===== config.mk =====
export PLATFORM = sky130hd
export DESIGN_NAME = legacy_memory_window_decoder_top_flat
export DESIGN_NICKNAME = d
export VERILOG_FILES = /design/src/sv/lmwd_pkg.sv /design/src/sv/lmwd_req_if.sv /design/src/sv/lmwd_rsp_if.sv /design/src/sv/lmwd_cfg_if.sv /design/src/sv/lmwd_pipe.sv /design/src/sv/legacy_memory_window_decoder_top.sv /design/src/flat_wrapper.sv
export VERILOG_INCLUDE_DIRS = /design/src /design/src/sv
export SDC_FILE = /design/constraint.sdc
export NUM_CORES = 1
export LEC_CHECK = 0
export BUFFER_PORTS_ARGS = -buffer_cell sky130_fd_sc_hd__buf_2
export CORE_ASPECT_RATIO = 1.1
export CORE_UTILIZATION = 60
export CTS_BUF_LIST = sky130_fd_sc_hd__clkbuf_4
export CTS_CLUSTER_DIAMETER = 60
export DETAILED_ROUTE_END_ITERATION = 6
export GPL_TIMING_DRIVEN = 0
export PLACE_DENSITY_LB_ADDON = 0.1
export SYNTH_ARGS = -nofsm -noshare
export SYNTH_HDL_FRONTEND = slang
export SYNTH_SLANG_ARGS = --single-unit

===== constraint.sdc =====
create_clock -name clk -period 8.18 [get_ports clk]
set_input_delay 0 -clock clk [delete_from_list [all_inputs] [get_ports clk]]
set_output_delay 0 -clock clk [all_outputs]
set_load 0.03 [all_outputs]

===== src/sv/legacy_memory_window_decoder_top_assert.svh =====
// ----------------------------------------------------------------------------
// legacy memory window decoder assertion macros
// concurrent checks sampled on clk, disabled during rst
// ----------------------------------------------------------------------------
`ifndef LEGACY_MEMORY_WINDOW_DECODER_TOP_ASSERT_SVH
`define LEGACY_MEMORY_WINDOW_DECODER_TOP_ASSERT_SVH

// same-cycle implication
`define LMWD_ASSERT_NOW(label, ante, cons, msg) \
  label: assert property (@(posedge clk) disable iff (rst) (ante) |-> (cons)) \
    else $error(msg);

// next-cycle implication
`define LMWD_ASSERT_NEXT(label, ante, cons, msg) \
  label: assert property (@(posedge clk) disable iff (rst) (ante) |=> (cons)) \
    else $error(msg);

`endif


===== src/sv/lmwd_pkg.sv =====
// ----------------------------------------------------------------------------
// lmwd_pkg
// shared types, constants and window tables of the memory window decoder
// ----------------------------------------------------------------------------
`timescale 1ns / 1ps

package lmwd_pkg;

  localparam logic [31:0] CONV_END    = 32'h0009_FFFF;
  localparam logic [31:0] SHADOW_BASE = 32'h000C_0000;
  localparam logic [31:0] FSEG_BASE   = 32'h000F_0000;
  localparam logic [31:0] FSEG_END    = 32'h000F_FFFF;
  localparam int          SEG_COUNT   = 12;
  localparam int          FSEG_BIT    = 12;
  localparam int          WR_SHIFT    = 16;

  localparam logic [31:0] WIN_A0000 = 32'h000A_0000;
  localparam logic [31:0] WIN_B0000 = 32'h000B_0000;
  localparam logic [31:0] WIN_E0000 = 32'h000E_0000;
  localparam logic [31:0] SPAN_32K  = 32'h0000_7FFF;
  localparam logic [31:0] SPAN_64K  = 32'h0000_FFFF;
  localparam logic [31:0] SPAN_128K = 32'h0001_FFFF;

  // configuration register indexes
  typedef enum logic [1:0] {
    CFG_SHADOW_CONTROL = 2'd0,
    CFG_SMRAM_CONTROL  = 2'd1,
    CFG_RAM_SIZE_MB    = 2'd2
  } cfg_index_t;

  typedef enum logic [2:0] {
    REGION_MISS   = 3'd0,
    REGION_CONV   = 3'd1,
    REGION_SHADOW = 3'd2,
    REGION_FSEG   = 3'd3,
    REGION_SMRAM  = 3'd4,
    REGION_EXT    = 3'd5
  } region_t;

  typedef struct packed {
    logic [31:0] shadow_control;
    logic [7:0]  smram_control;
    logic [11:0] ram_size_mb;
  } cfg_t;

  typedef struct packed {
    logic smram;
    logic conv;
    logic shadow;
    logic fseg;
    logic ext;
  } match_t;

  function automatic logic [31:0] smm_start(input logic [2:0] layout);
    logic [31:0] r;
    unique case (layout)
      3'd1, 3'd3: r = WIN_B0000;
      3'd6, 3'd7: r = WIN_A0000;
      default:    r = WIN_E0000;
    endcase
    return r;
  endfunction

  function automatic logic [31:0] smm_span(input logic [2:0] layout);
    logic [31:0] r;
    unique case (layout)
      3'd1, 3'd3, 3'd6: r = SPAN_64K;
      3'd7:             r = SPAN_128K;
      default:          r = SPAN_32K;
    endcase
    return r;
  endfunction

  function automatic logic [31:0] smm_base(input logic [2:0] layout);
    logic [31:0] r;
    unique case (layout)
      3'd0:             r = WIN_E0000;
      3'd2, 3'd6, 3'd7: r = WIN_A0000;
      default:          r = WIN_B0000;
    endcase
    return r;
  endfunction

  // dram base minus window start, modulo 2^32
  function automatic logic [31:0] smm_delta(input logic [2:0] layout);
    return smm_base(layout) - smm_start(layout);
  endfunction

endpackage


===== src/sv/lmwd_req_if.sv =====
// ----------------------------------------------------------------------------
// lmwd_req_if
// host access channel: one address and a write flag per transfer
// ----------------------------------------------------------------------------
`timescale 1ns / 1ps

interface lmwd_req_if;
  logic        valid;
  logic        ready;
  logic [31:0] host_address;
  logic        is_write;

  modport source (output valid, output host_address, output is_write, input ready);
  modport sink   (input valid, input host_address, input is_write, output ready);
endinterface


===== src/sv/lmwd_rsp_if.sv =====
// ----------------------------------------------------------------------------
// lmwd_rsp_if
// decode result channel: hit flag, dram offset and region per transfer
// ----------------------------------------------------------------------------
`timescale 1ns / 1ps

interface lmwd_rsp_if;
  logic        valid;
  logic        ready;
  logic        ram_hit;
  logic [31:0] ram_offset;
  logic [2:0]  region;

  modport source (output valid, output ram_hit, output ram_offset, output region,
                  input ready);
  modport sink   (input valid, input ram_hit, input ram_offset, input region,
                  output ready);
endinterface


===== src/sv/lmwd_cfg_if.sv =====
// ----------------------------------------------------------------------------
// lmwd_cfg_if
// configuration write channel: register index and write data
// ----------------------------------------------------------------------------
`timescale 1ns / 1ps

interface lmwd_cfg_if;
  logic        valid;
  logic        ready;
  logic [1:0]  index;
  logic [31:0] data;

  modport source (output valid, output index, output data, input ready);
  modport sink   (input valid, input index, input data, output ready);
endinterface


===== src/sv/lmwd_pipe.sv =====
// ----------------------------------------------------------------------------
// lmwd_pipe
// three stage decode pipeline: range match, permission and priority, offset
// ----------------------------------------------------------------------------
`timescale 1ns / 1ps

`include "legacy_memory_window_decoder_top_assert.svh"

module lmwd_pipe
  import lmwd_pkg::*;
(
  input  logic       clk,
  input  logic       rst,
  input  cfg_t       cfg,
  lmwd_req_if.sink   req,
  lmwd_rsp_if.source rsp
);

  // stage 1: range compares
  logic        v1;
  logic [31:0] a1;
  logic        w1;
  logic [2:0]  lay1;
  match_t      m1;
  match_t      m1_next;
  logic [2:0]  lay_next;
  logic [31:0] win_start;
  logic [31:0] win_end;

  // stage 2: permission and priority
  logic        v2;
  logic [31:0] a2;
  logic [31:0] so2;
  logic        hit2;
  region_t     region2;
  logic        hit2_next;
  region_t     region2_next;
  logic [3:0]  seg;
  logic [SEG_COUNT-1:0] rd_en;
  logic [SEG_COUNT-1:0] wr_en;
  logic        seg_ok;
  logic        fseg_ok;

  // stage 3: output register
  logic        v3;
  logic        hit3;
  logic [31:0] off3;
  region_t     region3;
  logic [31:0] off3_next;

  logic rdy1;
  logic rdy2;
  logic rdy3;

  assign rdy3 = !v3 || rsp.ready;
  assign rdy2 = !v2 || rdy3;
  assign rdy1 = !v1 || rdy2;
  assign req.ready = rdy1;

  always_comb begin
    lay_next  = cfg.smram_control[7:5];
    win_start = smm_start(lay_next);
    win_end   = win_start + smm_span(lay_next);
    m1_next.smram  = cfg.smram_control[4] && (req.host_address >= win_start) &&
                     (req.host_address <= win_end);
    m1_next.conv   = req.host_address <= CONV_END;
    m1_next.shadow = (req.host_address >= SHADOW_BASE) && (req.host_address < FSEG_BASE);
    m1_next.fseg   = (req.host_address >= FSEG_BASE) && (req.host_address <= FSEG_END);
    m1_next.ext    = (req.host_address[31:20] != 12'd0) &&
                     (req.host_address[31:20] < cfg.ram_size_mb);
  end

  always_ff @(posedge clk) begin
    if (rst) begin
      v1 <= 1'b0;
    end else if (rdy1) begin
      v1 <= req.valid;
    end
  end

  always_ff @(posedge clk) begin
    if (rdy1) begin
      a1   <= req.host_address;
      w1   <= req.is_write;
      lay1 <= lay_next;
      m1   <= m1_next;
    end
  end

  always_comb begin
    seg     = a1[17:14];
    rd_en   = cfg.shadow_control[SEG_COUNT-1:0];
    wr_en   = cfg.shadow_control[WR_SHIFT+SEG_COUNT-1:WR_SHIFT];
    seg_ok  = (seg < 4'(SEG_COUNT)) && (w1 ? wr_en[seg] : rd_en[seg]);
    fseg_ok = w1 ? cfg.shadow_control[WR_SHIFT+FSEG_BIT] : cfg.shadow_control[FSEG_BIT];
    hit2_next    = 1'b0;
    region2_next = REGION_MISS;
    priority if (m1.smram) begin
      hit2_next    = 1'b1;
      region2_next = REGION_SMRAM;
    end else if (m1.conv) begin
      hit2_next    = 1'b1;
      region2_next = REGION_CONV;
    end else if (m1.shadow) begin
      hit2_next    = seg_ok;
      region2_next = seg_ok ? REGION_SHADOW : REGION_MISS;
    end else if (m1.fseg) begin
      hit2_next    = fseg_ok;
      region2_next = fseg_ok ? REGION_FSEG : REGION_MISS;
    end else if (m1.ext) begin
      hit2_next    = 1'b1;
      region2_next = REGION_EXT;
    end
  end

  always_ff @(posedge clk) begin
    if (rst) begin
      v2 <= 1'b0;
    end else if (rdy2) begin
      v2 <= v1;
    end
  end

  always_ff @(posedge clk) begin
    if (rdy2) begin
      a2      <= a1;
      so2     <= a1 + smm_delta(lay1);
      hit2    <= hit2_next;
      region2 <= region2_next;
    end
  end

  always_comb begin
    if (!hit2) begin
      off3_next = 32'd0;
    end else if (region2 == REGION_SMRAM) begin
      off3_next = so2;
    end else begin
      off3_next = a2;
    end
  end

  always_ff @(posedge clk) begin
    if (rst) begin
      v3 <= 1'b0;
    end else if (rdy3) begin
      v3 <= v2;
    end
  end

  always_ff @(posedge clk) begin
    if (rdy3) begin
      hit3    <= hit2;
      off3    <= off3_next;
      region3 <= region2;
    end
  end

  assign rsp.valid      = v3;
  assign rsp.ram_hit    = hit3;
  assign rsp.ram_offset = off3;
  assign rsp.region     = region3;

  `LMWD_ASSERT_NOW(a_miss_clean, v3 && !hit3, (off3 == 32'd0) && (region3 == REGION_MISS), "miss result carries offset or region")
  `LMWD_ASSERT_NOW(a_hit_region, v3 && hit3, region3 != REGION_MISS, "hit result has miss region")
  `LMWD_ASSERT_NEXT(a_fill, req.valid && rdy1, v1, "accepted access lost at stage one")
  `LMWD_ASSERT_NEXT(a_drain, v3 && rsp.ready && !v2, !v3, "delivered result repeated")

endmodule


===== src/sv/legacy_memory_window_decoder_top.sv =====
// ----------------------------------------------------------------------------
// legacy_memory_window_decoder_top
// host bridge memory decode for conventional, shadow, smram and extended ram
// ----------------------------------------------------------------------------
// usage:
//   req carries one host access per transfer (host_address, is_write).
//   rsp returns one result per access, in order: ram_hit, ram_offset and
//   region (miss, conventional, c-e shadow, f shadow, smram, extended).
//   cfg writes shadow_control (index 0), smram_control (index 1) and
//   ram_size_mb (index 2); other indexes are dropped. cfg is always ready
//   and must only be written while no access is in flight.
// pipeline: each access passes the three register stages of lmwd_pipe
//   (range match, permission and priority, offset select) between req
//   transfer and rsp valid.
// throughput: one access per cycle sustained while rsp is ready.
// reset: rst is synchronous; it empties the pipeline and loads the
//   registers with shadow off, smram off and 64 mb of ram.
// stall: when rsp is not ready the result holds in the output stage and
//   each stage fills in turn; req.ready drops only once all three stages
//   hold an access, so nothing is lost or repeated.
// ----------------------------------------------------------------------------
`timescale 1ns / 1ps

module legacy_memory_window_decoder_top
  import lmwd_pkg::*;
(
  input  logic       clk,
  input  logic       rst,
  lmwd_req_if.sink   req,
  lmwd_rsp_if.source rsp,
  lmwd_cfg_if.sink   cfg
);

  // configuration register file
  cfg_t regs;

  // no backpressure on register writes
  assign cfg.ready = 1'b1;

  always_ff @(posedge clk) begin
    if (rst) begin
      regs.shadow_control <= 32'd0;
      regs.smram_control  <= 8'd0;
      regs.ram_size_mb    <= 12'd64;
    end else if (cfg.valid) begin
      unique case (cfg.index)
        CFG_SHADOW_CONTROL: regs.shadow_control <= cfg.data;
        CFG_SMRAM_CONTROL:  regs.smram_control  <= cfg.data[7:0];
        CFG_RAM_SIZE_MB:    regs.ram_size_mb    <= cfg.data[11:0];
        default: ;  // index beyond the register list, write dropped
      endcase
    end
  end

  // decode pipeline, output stage doubles as the result register
  lmwd_pipe u_pipe (
    .clk (clk),
    .rst (rst),
    .cfg (regs),
    .req (req),
    .rsp (rsp)
  );

endmodule


===== src/flat_wrapper.sv =====
// flat-port wrapper written by rule: the top's interface ports become plain ports
module legacy_memory_window_decoder_top_flat import lmwd_pkg::*;
  (clk, rst, req_valid, req_host_address, req_is_write, req_ready, rsp_valid, rsp_ram_hit, rsp_ram_offset, rsp_region, rsp_ready, cfg_valid, cfg_index, cfg_data, cfg_ready);
  lmwd_req_if req_i ();
  lmwd_rsp_if rsp_i ();
  lmwd_cfg_if cfg_i ();
  input  logic clk;
  input  logic rst;
  input wire logic [$bits(req_i.valid)-1:0] req_valid;
  input wire logic [$bits(req_i.host_address)-1:0] req_host_address;
  input wire logic [$bits(req_i.is_write)-1:0] req_is_write;
  output wire logic [$bits(req_i.ready)-1:0] req_ready;
  output wire logic [$bits(rsp_i.valid)-1:0] rsp_valid;
  output wire logic [$bits(rsp_i.ram_hit)-1:0] rsp_ram_hit;
  output wire logic [$bits(rsp_i.ram_offset)-1:0] rsp_ram_offset;
  output wire logic [$bits(rsp_i.region)-1:0] rsp_region;
  input wire logic [$bits(rsp_i.ready)-1:0] rsp_ready;
  input wire logic [$bits(cfg_i.valid)-1:0] cfg_valid;
  input wire logic [$bits(cfg_i.index)-1:0] cfg_index;
  input wire logic [$bits(cfg_i.data)-1:0] cfg_data;
  output wire logic [$bits(cfg_i.ready)-1:0] cfg_ready;
  assign req_i.valid = req_valid;
  assign req_i.host_address = req_host_address;
  assign req_i.is_write = req_is_write;
  assign req_ready = req_i.ready;
  assign rsp_valid = rsp_i.valid;
  assign rsp_ram_hit = rsp_i.ram_hit;
  assign rsp_ram_offset = rsp_i.ram_offset;
  assign rsp_region = rsp_i.region;
  assign rsp_i.ready = rsp_ready;
  assign cfg_i.valid = cfg_valid;
  assign cfg_i.index = cfg_index;
  assign cfg_i.data = cfg_data;
  assign cfg_ready = cfg_i.ready;
  legacy_memory_window_decoder_top u_core (.clk(clk), .rst(rst), .req(req_i), .rsp(rsp_i), .cfg(cfg_i));
endmodule

==> impl_metrics.toml <==
[clocking]
cts_buffers = 17
cts_sinks = 188
clockBufferDepth = 2
clk_latency_ps = 580
cts_root_buf = "clkbuf_4"
post_cts_buffers = 0
clk_pin_slew_ps = 150
cts_tree = "built"
cts_htree_levels = 4

[power_and_ir_drop]
p_clk_share_pct = 27.1
swShare_pct = 27.71
leakage_uw = 0.004557
p_int_uw = 1521
p_comb_share_pct = 17.9
ir_worst_vdd_mv = 0.1515
power.switching_uw = 583.0
power_frac_seq_pct = 55.1
power.total_uw = 2104
power.density_nw_per_um2 = 193.3

[synthesis]
ys.flop_type = "edfxtp_1"
ys_warn_count = 0
ys_types = 55
synth_edf_count = 143
syn_nets = 952
yosysMostFrequentCell = "nand2_1"
async_reset_ff_share_pct = 0
postSynthAreaPerCell_um2 = 10.90
synth_commonest_cells = "nand2_1 (172), edfxtp_1 (143), a21oi_1 (70)"
netlist_instances = 829
yosys-top-cells-area = "edfxtp_1 (48%), dfxtp_1 (10%), nand2_1 (7.1%)"
ys_ff_latch = 188
yosysSeqAreaShare_pct = 57.51
synth_top_cell_by_area = "edfxtp_1"
syn_area_um2 = 9032
yosysTopAreaCellShare_pct = 47.54

[sta]
fin_ws_ps = 4562
period_share_pct = 44.22
worst_pin_slew_ps = 946.6
rsz0062_at_grt = "no"
clock.fmax_ghz = 0.2764
min_period_ps = 3618
finalClockSkew_ps = 19.84
hold_violations = 0
setup_viol = 0
slew_headroom_pct = 36.67
timing.hold.ws_ps = 124.9
fin_setup_tns_ps = 0
final-max-slew-violation-count = 0

[layout]
drive_gt1_share_pct = 15.90
n_fill_cell = 981
multiInputGateArea_um2 = 3498
fin_nets = 1148
seqCellArea_um2 = 5195
design_area_um2 = 10880
syn_to_final_growth_pct = 20.50

[route]
via_per_inst = 5.631
wire_per_inst_um = 17.10
routed_wl_um = 21050
num_vias = 6932
drtIter0Drc = 406
final_antenna_net_count = 0
dr.pass1.iters = 5
post-route-drc-count = 0

[worst_hold_path]
min_path_type = "in2reg"
hold_depth = 2
min_to = "u_core.u_pipe.w1"
holdCritStartpoint = "req_is_write"

[placement]
postPlaceCellArea_um2 = 9806
post-place-ws_ps = 4630
portBuffers = 102
dp_hpwl_um = 15070
gp_congestion = 0.8925

[critical_path]
ff2ff_setup_slack_ps = 4560
worstRegToRegCells = 10
cp-end-kind = "flop"
worstPathRequired_ps = 8520
rr_startpoint = "u_core.u_pipe.lay1[2]"
worst_r2r_endpoint = "u_core.u_pipe.so2[25]"
cp.arrival_ps = 3950
cp-start-kind = "flop"
crit_fanout = 6
critical_path_class = "reg2reg"

[floorplanning]
dieArea_um2 = 15550
core_area_um2 = 14560
fp.dieW_um = 119.0
io_pins = 111
initial_core_util_pct = 62.03
num_rows = 46
die_h_um = 130.7

[global_routing]
grt_max_degree = 49
antenna_found_initial = 1
grt_pass1_vias = 6877
grt_use_total_pct = 28.30
grt_overflow = 0
grt_first_pass_wirelength_um = 33310

[flow_run]
cap_violations = 0

[status]
status = "completed"
[metal layers]
| layer | track usage, % | wire, um | vias to the layer above |
|---|---|---|---|
| li1 | - | - | 3346 |
| met3 | 4.427 | 893 | 55 |
| met5 | 0 | 0 | - |
| met1 | 33.67 | 8767 | 3281 |
| met4 | 13.25 | 684 | 0 |
| met2 | 50.82 | 10710 | 250 |
[stage by stage]
| stage | cells | util (%) |
|---|---|---|
| finish | 1231 | 74.75 |
| global route | 1231 | 74.75 |
| CTS | 1230 | 74.73 |
| detailed placement | 1124 | 67.34 |
| global placement | 1123 | 67.19 |
| floorplan | 829 | - |
[power groups by stage]
stage	clock network, uW	logic, uW	registers (uW)
4_1_cts	580	371	1160
3_3_place_gp	0	334	1180
5_1_grt	617	411	1170
2_1_floorplan	0	198	1210
3_5_place_dp	0	344	1180
6_report	570	376	1160
[worst max-delay path by stage]
stage,from,end,slack [ps],depth (start not counted)
floorplan,u_core.u_pipe.lay1[2],u_core.u_pipe.so2[28],5220,11
global placement,u_core.u_pipe.lay1[2],u_core.u_pipe.so2[25],4570,10
detailed placement,u_core.u_pipe.lay1[2],u_core.u_pipe.so2[25],4630,10
CTS,u_core.u_pipe.lay1[2],u_core.u_pipe.so2[25],4590,10
global route,u_core.u_pipe.lay1[2],u_core.u_pipe.so2[25],4270,10
finish,u_core.u_pipe.lay1[2],u_core.u_pipe.so2[25],4560,10
[area by class of cell]
cell class | instances | area share, %
clock buffer | 17 | 1.173
clock inverter | 15 | 1.908
tap | 192 | 2.207
timing repair buffer | 177 | 11.68
sequential | 188 | 47.73
antenna | 1 | 0.02299
multi-input combinational | 554 | 32.14
inverter | 52 | 1.793
buffer | 35 | 1.345
[timing repair]
item | in CTS | in global routing
hold buffers | 74 | 0
gates resized for setup | 0 | 0
endpoints found under the hold margin | 83 | 0
[registers in the layout, indices dropped and copies added (netlist names), 3 cells and up]
signal                        flops
u_core.u_pipe.so2                30
u_core.u_pipe.rsp.ram_offset     32
u_core.u_pipe.a1                 32
u_core.u_pipe.a2                 32
u_core.u_pipe.lay1                3
u_core.u_pipe.region2             3
u_core.regs                      42
u_core.u_pipe.m1                  5
u_core.u_pipe.rsp.region          3
[layout by cell type, fill, tap and decap left out, types with 10 or more instances in the layout]
| cell type | Yosys | layout |
|---|---|---|
| dlygate4sd3_1 | 0 | 74 |
| xnor2_1 | 17 | 17 |
| nor2_1 | 36 | 36 |
| nor3_1 | 10 | 10 |
| clkbuf_1 | 24 | 24 |
| o21ai_0 | 26 | 26 |
| nand4_1 | 12 | 12 |
| inv_1 | 52 | 50 |
| clkbuf_4 | 0 | 17 |
| edfxtp_1 | 143 | 143 |
| nand3_1 | 12 | 12 |
| nand2_1 | 172 | 171 |
| xor2_1 | 12 | 12 |
| a21o_1 | 13 | 13 |
| a21oi_1 | 70 | 70 |
| a21boi_0 | 33 | 33 |
| dfxtp_1 | 45 | 45 |
| buf_2 | 8 | 110 |
| ha_1 | 49 | 49 |
[critical path, cell delays in order, from the launching register on]
cell and delay, ps:
edfxtp_1 450, nor3_1 300, fa_1 470, ha_1 410, nand2_1 140, nor4_1 460
and3_1 210, a21boi_1 360, nor3_1 150, o21ai_0 320, xor2_1 120
[cell families after synthesis]
family	Yosys count	synth area share, %
AOI/OAI and AO/OA	185	13.06
xor gates and xnor gates	29	2.812
adders and majority gates	51	7.231
buffers and inverters	87	3.782
DFF	188	57.51
muxes	14	2.549
other	1	0.04152
and+or+nand+nor	274	13.01
No activity file was read; power rests on OpenSTA's default activity.
